$ cat config.mk
export PLATFORM = sky130hd
export DESIGN_NAME = crd_fadd
export DESIGN_NICKNAME = d
export VERILOG_FILES = /design/src/rtl/crd_pkg.sv /design/src/rtl/crd_fadd.sv
export SDC_FILE = /design/constraint.sdc
export NUM_CORES = 1
export LEC_CHECK = 0
export BUFFER_PORTS_ARGS = -buffer_cell sky130_fd_sc_hd__buf_2
export CORE_ASPECT_RATIO = 0.9
export CORE_MARGIN = 2
export CORE_UTILIZATION = 25
export CTS_BUF_LIST = sky130_fd_sc_hd__clkbuf_4
export DETAILED_ROUTE_END_ITERATION = 16
export HOLD_SLACK_MARGIN = 0.12
export PLACE_DENSITY = 0.49
export RECOVER_POWER = 100
export SETUP_SLACK_MARGIN = 0.02
export SYNTH_ARGS = -nofsm -noshare
export SYNTH_HDL_FRONTEND = slang
export SYNTH_SLANG_ARGS = --single-unit
$ cat constraint.sdc
create_clock -name clk -period 8.71 [get_ports clk]
set_input_delay 1.3065 -clock clk [delete_from_list [all_inputs] [get_ports clk]]
set_output_delay 1.3065 -clock clk [all_outputs]
set_load 0.03 [all_outputs]
$ cat src/rtl/crd_pkg.sv
`timescale 1ns / 1ps
package crd_pkg;

  // Canonical quiet NaN
  localparam logic [31:0] QNAN = 32'h7FC0_0000;

  // Quotient bits produced by the divider: hidden bit, 23 fraction, guard, round
  localparam int DivSteps = 26;

  // Error kinds
  localparam logic [3:0] ERR_NONE = 4'd0;
  localparam logic [3:0] ERR_L    = 4'd1;
  localparam logic [3:0] ERR_U    = 4'd2;
  localparam logic [3:0] ERR_V    = 4'd3;
  localparam logic [3:0] ERR_W    = 4'd4;
  localparam logic [3:0] ERR_T    = 4'd5;
  localparam logic [3:0] ERR_S    = 4'd6;
  localparam logic [3:0] ERR_B    = 4'd7;
  localparam logic [3:0] ERR_FW   = 4'd8;

  // Per-record data carried alongside the arithmetic
  typedef struct packed {
    logic [31:0] xb;
    logic [31:0] yb;
    logic [31:0] zb;
    logic [2:0]  rr;
    logic [2:0]  gr;
    logic [2:0]  br;
    logic [3:0]  ek;
  } rec_t;

  // Three-byte code to single; always exact
  function automatic logic [31:0] code_to_bits(input logic [23:0] c);
    logic [14:0]        m;
    logic signed [9:0]  e;
    logic [3:0]         p;
    logic signed [9:0]  ex;
    logic signed [9:0]  sh;
    logic [37:0]        t;
    logic [31:0]        b;
    m  = c[22:8];
    e  = {{2{c[7]}}, c[7:0]};
    p  = 4'd0;
    for (int i = 0; i < 15; i++) begin
      if (m[i]) p = 4'(i);
    end
    ex = $signed({6'b0, p}) + e - 10'sd16;
    sh = e + 10'sd133;
    b  = {c[23], 31'b0};
    t  = '0;
    if (m != 15'd0) begin
      if (ex >= -10'sd126) begin
        t         = 38'(m) << (5'd23 - {1'b0, p});
        b[30:23]  = 8'(ex + 10'sd127);
        b[22:0]   = t[22:0];
      end else begin
        t         = 38'(m) << sh[4:0];
        b[22:0]   = t[22:0];
      end
    end
    return b;
  endfunction

  // Range byte to three ranges {ch0, ch1, ch2}
  function automatic logic [8:0] range_decode(input logic [7:0] rb);
    logic [4:0] r;
    logic [8:0] t1;
    logic [8:0] t2;
    logic [3:0] q1;
    logic [1:0] q2;
    logic [4:0] m2;
    logic [3:0] m1;
    logic [1:0] d0;
    logic [2:0] r0;
    logic [2:0] r1;
    logic [2:0] r2;
    r  = rb[4:0];
    // divide by three through the reciprocal 11/32, exact below 32
    t1 = 9'(r) * 9'd11;
    q1 = t1[8:5];
    m2 = r - {1'b0, q1} - {q1, 1'b0};
    t2 = 9'(q1) * 9'd11;
    q2 = t2[6:5];
    m1 = q1 - {2'b0, q2} - {1'b0, q2, 1'b0};
    d0 = (q2 == 2'd3) ? 2'd0 : q2;
    r0 = 3'd1 + {2'b0, rb[7]} + {d0, 1'b0};
    r1 = 3'd1 + {2'b0, rb[6]} + {m1[1:0], 1'b0};
    r2 = 3'd1 + {2'b0, rb[5]} + {m2[1:0], 1'b0};
    return {r0, r1, r2};
  endfunction

  // Error character to kind
  function automatic logic [3:0] error_map(input logic [7:0] ch);
    logic [3:0] k;
    case (ch)
      8'h4C:   k = ERR_L;
      8'h75:   k = ERR_U;
      8'h76:   k = ERR_V;
      8'h77:   k = ERR_W;
      8'h74:   k = ERR_T;
      8'h73:   k = ERR_S;
      8'h62:   k = ERR_B;
      8'h58,
      8'h42:   k = ERR_FW;
      default: k = ERR_NONE;
    endcase
    return k;
  endfunction

  // Leading zeros of a 27-bit word, 27 when zero
  function automatic logic [4:0] lzc27(input logic [26:0] v);
    logic [4:0] n;
    n = 5'd27;
    for (int i = 0; i < 27; i++) begin
      if (v[i]) n = 5'(26 - i);
    end
    return n;
  endfunction

  // Leading zeros of a 24-bit word, 24 when zero
  function automatic logic [4:0] lzc24(input logic [23:0] v);
    logic [4:0] n;
    n = 5'd24;
    for (int i = 0; i < 24; i++) begin
      if (v[i]) n = 5'(23 - i);
    end
    return n;
  endfunction

  // Round to nearest even and pack. m holds hidden bit at [26], guard at [2],
  // round at [1], sticky at [0]; e >= 1, hidden bit clear means subnormal.
  function automatic logic [31:0] round_pack(input logic s, input logic signed [10:0] e,
                                             input logic [26:0] m);
    logic              up;
    logic [24:0]       r;
    logic signed [10:0] ef;
    logic [31:0]       b;
    up = m[2] & (m[1] | m[0] | m[3]);
    r  = {1'b0, m[26:3]} + 25'(up);
    ef = e;
    if (r[24]) begin
      r  = r >> 1;
      ef = e + 11'sd1;
    end
    if (ef >= 11'sd255) b = {s, 8'hFF, 23'b0};
    else if (!r[23])    b = {s, 8'h00, r[22:0]};
    else                b = {s, ef[7:0], r[22:0]};
    return b;
  endfunction

endpackage

$ cat src/rtl/crd_fadd.sv
`timescale 1ns / 1ps
module crd_fadd (
  input  logic          clk,
  input  logic          rst,
  input  logic          in_valid,
  output logic          in_ready,
  input  logic [31:0]   a,
  input  logic [31:0]   b,
  input  crd_pkg::rec_t side_in,
  output logic          out_valid,
  input  logic          out_ready,
  output logic [31:0]   sum,
  output crd_pkg::rec_t side_out
);
  import crd_pkg::*;

  logic [3:0] v;
  logic [3:0] en;

  // Stage advance: a stage loads when empty or when it drains onward
  always_comb begin
    en[3] = !v[3] | out_ready;
    for (int k = 2; k >= 0; k--) en[k] = !v[k] | en[k + 1];
  end

  assign in_ready  = en[0];
  assign out_valid = v[3];

  always_ff @(posedge clk) begin
    if (rst) begin
      v <= '0;
    end else begin
      if (en[0]) v[0] <= in_valid;
      for (int k = 1; k < 4; k++) begin
        if (en[k]) v[k] <= v[k - 1];
      end
    end
  end

  // Stage A: order by magnitude, align the smaller operand
  logic        swap;
  logic [31:0] big;
  logic [31:0] sml;
  logic [7:0]  ea_c;
  logic [7:0]  eb_c;
  logic [7:0]  diff;
  logic [26:0] mb_x;
  logic [26:0] lost;
  logic [26:0] al;

  always_comb begin
    swap = (b[30:0] > a[30:0]);
    big  = swap ? b : a;
    sml  = swap ? a : b;
    ea_c = (big[30:23] == 8'd0) ? 8'd1 : big[30:23];
    eb_c = (sml[30:23] == 8'd0) ? 8'd1 : sml[30:23];
    diff = ea_c - eb_c;
    mb_x = {(sml[30:23] != 8'd0), sml[22:0], 3'b000};
    lost = '0;
    if (diff >= 8'd27) begin
      al = {26'b0, |mb_x};
    end else begin
      lost  = mb_x & ~({27{1'b1}} << diff[4:0]);
      al    = mb_x >> diff[4:0];
      al[0] = al[0] | (|lost);
    end
  end

  logic        a_s;
  logic        a_sub;
  logic [7:0]  a_e;
  logic [26:0] a_ma;
  logic [26:0] a_mb;
  rec_t        a_side;

  always_ff @(posedge clk) begin
    if (en[0]) begin
      a_s    <= big[31];
      a_sub  <= a[31] ^ b[31];
      a_e    <= ea_c;
      a_ma   <= {(big[30:23] != 8'd0), big[22:0], 3'b000};
      a_mb   <= al;
      a_side <= side_in;
    end
  end

  // Stage B: add or subtract, count leading zeros
  logic [27:0] sum_c;
  logic        sgn_c;

  always_comb begin
    sum_c = a_sub ? ({1'b0, a_ma} - {1'b0, a_mb}) : ({1'b0, a_ma} + {1'b0, a_mb});
    sgn_c = (sum_c == 28'd0 && a_sub) ? 1'b0 : a_s;
  end

  logic [27:0] b_sum;
  logic [4:0]  b_lz;
  logic [7:0]  b_e;
  logic        b_s;
  rec_t        b_side;

  always_ff @(posedge clk) begin
    if (en[1]) begin
      b_sum  <= sum_c;
      b_lz   <= lzc27(sum_c[26:0]);
      b_e    <= a_e;
      b_s    <= sgn_c;
      b_side <= a_side;
    end
  end

  // Stage C: normalise, stopping at the subnormal boundary
  logic [7:0]         lim;
  logic [7:0]         shl;
  logic [26:0]        nm;
  logic signed [10:0] ne;

  always_comb begin
    lim = b_e - 8'd1;
    shl = ({3'b0, b_lz} < lim) ? {3'b0, b_lz} : lim;
    if (b_sum[27]) begin
      nm = {b_sum[27:2], b_sum[1] | b_sum[0]};
      ne = $signed({3'b0, b_e}) + 11'sd1;
    end else if (b_sum == 28'd0) begin
      nm = '0;
      ne = 11'sd1;
    end else begin
      nm = b_sum[26:0] << shl[4:0];
      ne = $signed({3'b0, b_e}) - $signed({3'b0, shl});
    end
  end

  logic [26:0]        c_m;
  logic signed [10:0] c_e;
  logic               c_s;
  rec_t               c_side;

  always_ff @(posedge clk) begin
    if (en[2]) begin
      c_m    <= nm;
      c_e    <= ne;
      c_s    <= b_s;
      c_side <= b_side;
    end
  end

  // Stage D: round and pack
  always_ff @(posedge clk) begin
    if (en[3]) begin
      sum      <= round_pack(c_s, c_e, c_m);
      side_out <= c_side;
    end
  end

endmodule

### Word level (Yosys, flattened, before mapping)

Cells that the tools add are included.

* output and inout bits: 143
* input bits: 177
* logic and storage cells: 138
* register bits: 614

* shift operators: 3
* multiplexer cells: 42
* bitwise gates (word level): 12
* add/subtract/negate cells: 8
* $lt $le $gt $ge: 4
* reductions and logical operators: 17

Operators by type and width (number)
* two-way mux 31 bit: 2
* zero test 28 bit: 2
* two-way mux 5 bit: 10
* two-way mux 24 bit: 2
* two-way mux 11 bit: 4
* two-way mux 32 bit: 1
* two-way mux 4 bit: 8
* greater-than comparator 31 bit: 1
* adder 27 x 27 -> 28 bit: 1
* two-way mux 28 bit: 1
* subtractor 27 x 27 -> 28 bit: 1
* bitwise AND 27 bit: 1
* two-way mux 27 bit: 1
* NOT 27 bit: 1
* OR reduction 27 bit: 1
* left shift 27 x 5 -> 27 bit: 1
* left shift 27 x 5 -> 27 bit (first input constant): 1
* >> shifter 27 x 5 -> 27 bit: 1
* two-way mux 26 bit: 1
* adder 24 x 1 -> 25 bit: 1
* two-way mux 8 bit: 3
* OR reduction 24 bit: 1
* zero test 8 bit: 2
* nonzero test 8 bit: 2
* 20 further kinds: 36

### Logic depth before layout (Yosys ltp)

* depth in word-level cells: 28
* mapped depth: 29
* mapped depth without buffers: 24

### Least setup slack after synthesis

No wires, ideal clock.

* path type: input-to-reg
* start point: input a[26]
* end point: register a_mb[1], data pin
* stages on the path: 23
* arrival time: 6.711 ns
* path buffers: 8
* data required time: 8.448 ns
* setup time: 0.262 ns
* setup slack: 1.738 ns
* cell sequence: inv_1 > ha_1 > and3_1 > a221o_1 > a221oi_1 > o31a_1 > a22o_1 > buf_2 > buf_2 > buf_2 > buf_2 > buf_2 > buf_2 > nor2_1 > a211o_1 > ha_1 > clkbuf_1 > clkbuf_1 > mux4_2 > mux2_2 > a221oi_1 > o22a_1 > nor2_1

* longest elaborated chain between the ends: 6
* elaborated cells between the ends (all ways): 11
* classes of those cells: add/sub: 1; order compare: 2; shift: 1; mux: 4; reduce/logical: 3

Ends and longest elaborated chain
* from (decl): RTL line crd_fadd.sv:7 `input logic [31:0] a,`
* greater-than comparator 31 bit: RTL line crd_fadd.sv:52 `swap = (b[30:0] > a[30:0]);`
* two-way mux 32 bit or two-way mux 31 bit (tied branches): RTL line crd_fadd.sv:53, crd_fadd.sv:54
* zero test 8 bit (on tied branches): RTL line crd_fadd.sv:55, crd_fadd.sv:56
* two-way mux 8 bit (on tied branches): RTL line crd_fadd.sv:55, crd_fadd.sv:56
* subtractor 8 bit: RTL line crd_fadd.sv:57 `diff = ea_c - eb_c;`
* >= comparator 8 x 5 -> 1 bit or >> shifter 27 x 5 -> 27 bit (tied branches): RTL line crd_fadd.sv:60, crd_fadd.sv:64
* to (signal assigned): RTL line crd_fadd.sv:82 `a_mb <= al;`
* to (decl): RTL line crd_fadd.sv:73 `logic [26:0] a_mb;`

Several ways; a longest one is shown, not always the timed one.
A chain may end at the register's enable or synchronous reset.

### Final worst setup path

* start point: input a[26]
* end point: register a_mb[0], data pin

* elaborated cells between the ends (all ways): 18
* classes of those cells: add/sub: 1; order compare: 2; shift: 2; mux: 5; bitwise: 3; reduce/logical: 5

RTL lines
* greater-than comparator 31 bit: RTL line crd_fadd.sv:52
* two-way mux 32 bit *: RTL line crd_fadd.sv:53 `big = swap ? b : a;`
* zero test 8 bit: RTL line crd_fadd.sv:55 `ea_c = (big[30:23] == 8'd0) ? 8'd1 : big[30:23];`
* two-way mux 8 bit *: RTL line crd_fadd.sv:55
* named net ea_c[6]: RTL line crd_fadd.sv:44 `logic [7:0] ea_c;`
* subtractor 8 bit *: RTL line crd_fadd.sv:57
* >= comparator 8 x 5 -> 1 bit *: RTL line crd_fadd.sv:60 `if (diff >= 8'd27) begin`
* two-way mux 1 bit *: RTL line crd_fadd.sv:60
* named net al[0]: RTL line crd_fadd.sv:49 `logic [26:0] al;`

The timed path passes the listed nets; every way through them passes the cells marked *.

==> flow_metrics.env <==
export IMPL_post_drt_wl_per_cell_um=17.9
export IMPL_power_density_nw_per_um2=259
export IMPL_fin_tns_setup_ps=0
export IMPL_synth_edff_count=609
export IMPL_final_nets=2773
export IMPL_antenna_found_initial=2
export IMPL_design_power_total_uw=8670
export IMPL_whs_ps=370
export IMPL_routedLengthMet1_mm=34.0
export IMPL_synth_cells=2060
export IMPL_report_final_setup_viol=0
export IMPL_cts_buffer_depth=3
export IMPL_rsz0062_at_grt="false"
export IMPL_crit_fanout=25
export IMPL_drc=0
export IMPL_peakVddDrop_mv=0.0880
export IMPL_synthArstFlopShare=0
export IMPL_synth_top_cell_area_share=0.644
export IMPL_synthFlopType="edfxtp_1"
export IMPL_tightest_slew_ps=4690
export IMPL_status="complete, but fails checks"
export IMPL_synth_area_top_cells="edfxtp_1 64%, ha_1 4.6%, mux2i_1 2.6%"
export IMPL_first_iter_violations=1281
export IMPL_cts_htree_levels=4
export IMPL_min_period_over_period=0.842
export IMPL_holdPathEnd="sum[31]$_DFFE_PP_"
export IMPL_cts_hold_buffers=0
export IMPL_grt_max_degree=102
export IMPL_dr_wl_met3_mm=3.96
export IMPL_drv_slew=680
export IMPL_fin_crit_ps=7330
export IMPL_grt_pass1_wl_mm=111
export IMPL_r2r_start="v[3]$_SDFFE_PP0P_"
export IMPL_synth_most_common_cell="edfxtp_1"
export IMPL_die_w_um=359
export IMPL_ant_nets=0
export IMPL_finalHoldViolations=0
export IMPL_die_h_um=324
export IMPL_first_pass_iters=7
export IMPL_cts_root_buffer="clkbuf_4"
export IMPL_crit_required_ps=9420
export IMPL_place_gp_congestion=0.860
export IMPL_finalClockSkew_ps=106
export IMPL_drive_above_1_share=0.191
export IMPL_io_buffers=319
export IMPL_hp_start="c_s$_DFFE_PP_"
export IMPL_synth_largest_area_cell="edfxtp_1"
export IMPL_cts_tree="yes"
export IMPL_pre_cts_ws_ps=959
export IMPL_top_layer_used="met4"
export IMPL_netlist_area_um2=28400
export IMPL_dp_cells=3808
export IMPL_synth_area_per_cell_um2=13.8
export IMPL_startpoint_type="input port"
export IMPL_cts_made_buffers=166
export IMPL_initial_core_util=0.252
export IMPL_layoutNonFillerInstCount=4095
export IMPL_postCtsSetupRepairBufs=0
export IMPL_maxCapViolCount=11
export IMPL_ys_ff_latch=613
export IMPL_fmax_ghz=0.136
export IMPL_min_delay_path_depth=0
export IMPL_grt_pass1_vias=18300
export IMPL_setup_ws_ps=1380
export IMPL_area_delta_synth_final_pct=17.9
export IMPL_cts_resized=0
export IMPL_routed_wl_mm=73.5
export IMPL_ff2ff_setup_slack_ps=1700
export IMPL_clk_pin_slew_worst_paths_ps=70
export IMPL_met2RoutedLength_mm=33.9
export IMPL_violations="max-capacitance violations, max-slew violations"
export IMPL_hold_class="reg -> reg"
export IMPL_ys_warn_count=0
export IMPL_overflow=0
export IMPL_die_area_um2=116000
export IMPL_worstReg2RegEnd="a_ma[14]$_DFFE_PP_"
export IMPL_via_per_inst=4.57
export IMPL_cts_sinks=613
export IMPL_r2r_worst_path_cells=5
export IMPL_vias=18700
export IMPL_critPathArrivalTime_ps=8050
export IMPL_worstSkewPairLatency_ps=990
export IMPL_synth_common_cells="609 x edfxtp_1, 127 x nand2_1, 117 x inv_1, 117 x nor2_1, 107 x a21oi_1"
export IMPL_end_kind="flop"
export IMPL_ios=320
export IMPL_dp_hpwl_mm=53.9
export IMPL_seq_area_frac_synth=0.647
export IMPL_path_class="in -> reg"
export IMPL_grt_use_total=0.123
export IMPL_netlist_cell_type_count=90
export IMPL_relSlewSlack=-2.14
export IMPL_rows=117
export IMPL_coreArea_um2=113000
export IMPL_leakage_uw=0.0127
cell type report:
| class | instances | area, um^2 |
|---|---|---|
| diodes | 3 | 7.51 |
| clock buffers | 234 | 1760 |
| clock inverters | 50 | 283 |
| fillers | 11600 | 79400 |
| inverters | 121 | 457 |
| multi-input cells | 1249 | 9220 |
| flip-flops and latches | 613 | 18400 |
| well taps | 1487 | 1860 |
| repair buffers | 338 | 1510 |
worst max-delay path, stage by stage:
cell and delay [ps]:
clkbuf_1 130, inv_1 70, ha_1 300, and3_1 190, a221o_1 350, a221oi_1 560
o31a_1 230, a22o_1 880, mux2_1 450, nor4_1 280, and4_1 240, nor2b_1 70
ha_1 210, nor2b_1 100, o21ai_0 90, a21boi_0 800, or2_2 540, nand2_1 280
a211oi_1 290, a211o_1 170, o211ai_1 100, a311oi_1 290, o2bb2ai_1 90
through the flow:
stage                     instance area, um^2   util
after detailed placement                31700  0.281
after CTS                               33700  0.299
after global placement                  31700  0.281
after floorplan                         28400      -
final                                   33500  0.297
after global routing                    33500  0.296
where the power goes:
group,switching [uW],internal (uW)
Clock,1160,1280
Sequential,280,3680
Combinational,1480,793
metal layers:
layer	track usage	vias up
met2	0.193	642
met5	0	-
met1	0.165	8987
met4	0.0481	0
met3	0.0283	119
li1	-	8966
flip-flops by register name, indices dropped and copies added, names as in the netlist, 4 cells and up:
register  count
c_m          27
b_lz          5
v             4
a_mb         27
sum          32
b_sum        28
b_e           8
a_side      109
b_side      109
side_out    109
c_side      109
a_ma         24
a_e           8
c_e          10
cells by family (layout without fill, tap and decap cells):
kind of cell	after synthesis	after routing	share of synthesized area
AND/OR/NAND/NOR	486	486	0.0847
buffers and inverters	200	743	0.0279
other	1	6	0.000132
adder cells (fa/ha/maj)	107	107	0.0480
multiplexers	143	143	0.0658
XOR/XNOR	64	64	0.0197
AO/OA/AOI/OAI	446	446	0.107
flip-flops	613	613	0.647
how the worst max path moves through the flow:
stage / start / end / slack (ps) / cells past startpoint
floorplan: a[26] / a_mb[1]$_SDFFCE_PP0P_ / 1740 / 23
global placement: a[26] / a_mb[0]$_DFFE_PP_ / 900 / 23
detailed placement: a[26] / a_mb[0]$_DFFE_PP_ / 960 / 23
CTS: a[26] / a_mb[0]$_DFFE_PP_ / 2100 / 23
global route: v[3]$_SDFFE_PP0P_ / a_mb[13]$_SDFFCE_PP0P_ / 980 / 5
finish: a[26] / a_mb[0]$_DFFE_PP_ / 1380 / 23
cell usage in the layout (no fill, tap or decap), drive strengths merged, types with 11 or more instances in the layout:
cell	count
xor2	24
or2	11
o21ai	80
a22oi	33
and3	18
a21oi	110
nand3	44
mux2	39
mux4	31
a211oi	24
nor4	28
nor2b	15
xnor2	40
clkinv	39
inv	128
clkbuf	400
o211ai	19
nand2b	14
edfxtp	609
buf	172
mux2i	73
o21bai	13
nand2	128
nor3	38
ha	104
or3	11
a21o	26
nand4	24
o31ai	19
nor2	117
Power figures use the tool's default switching activity.
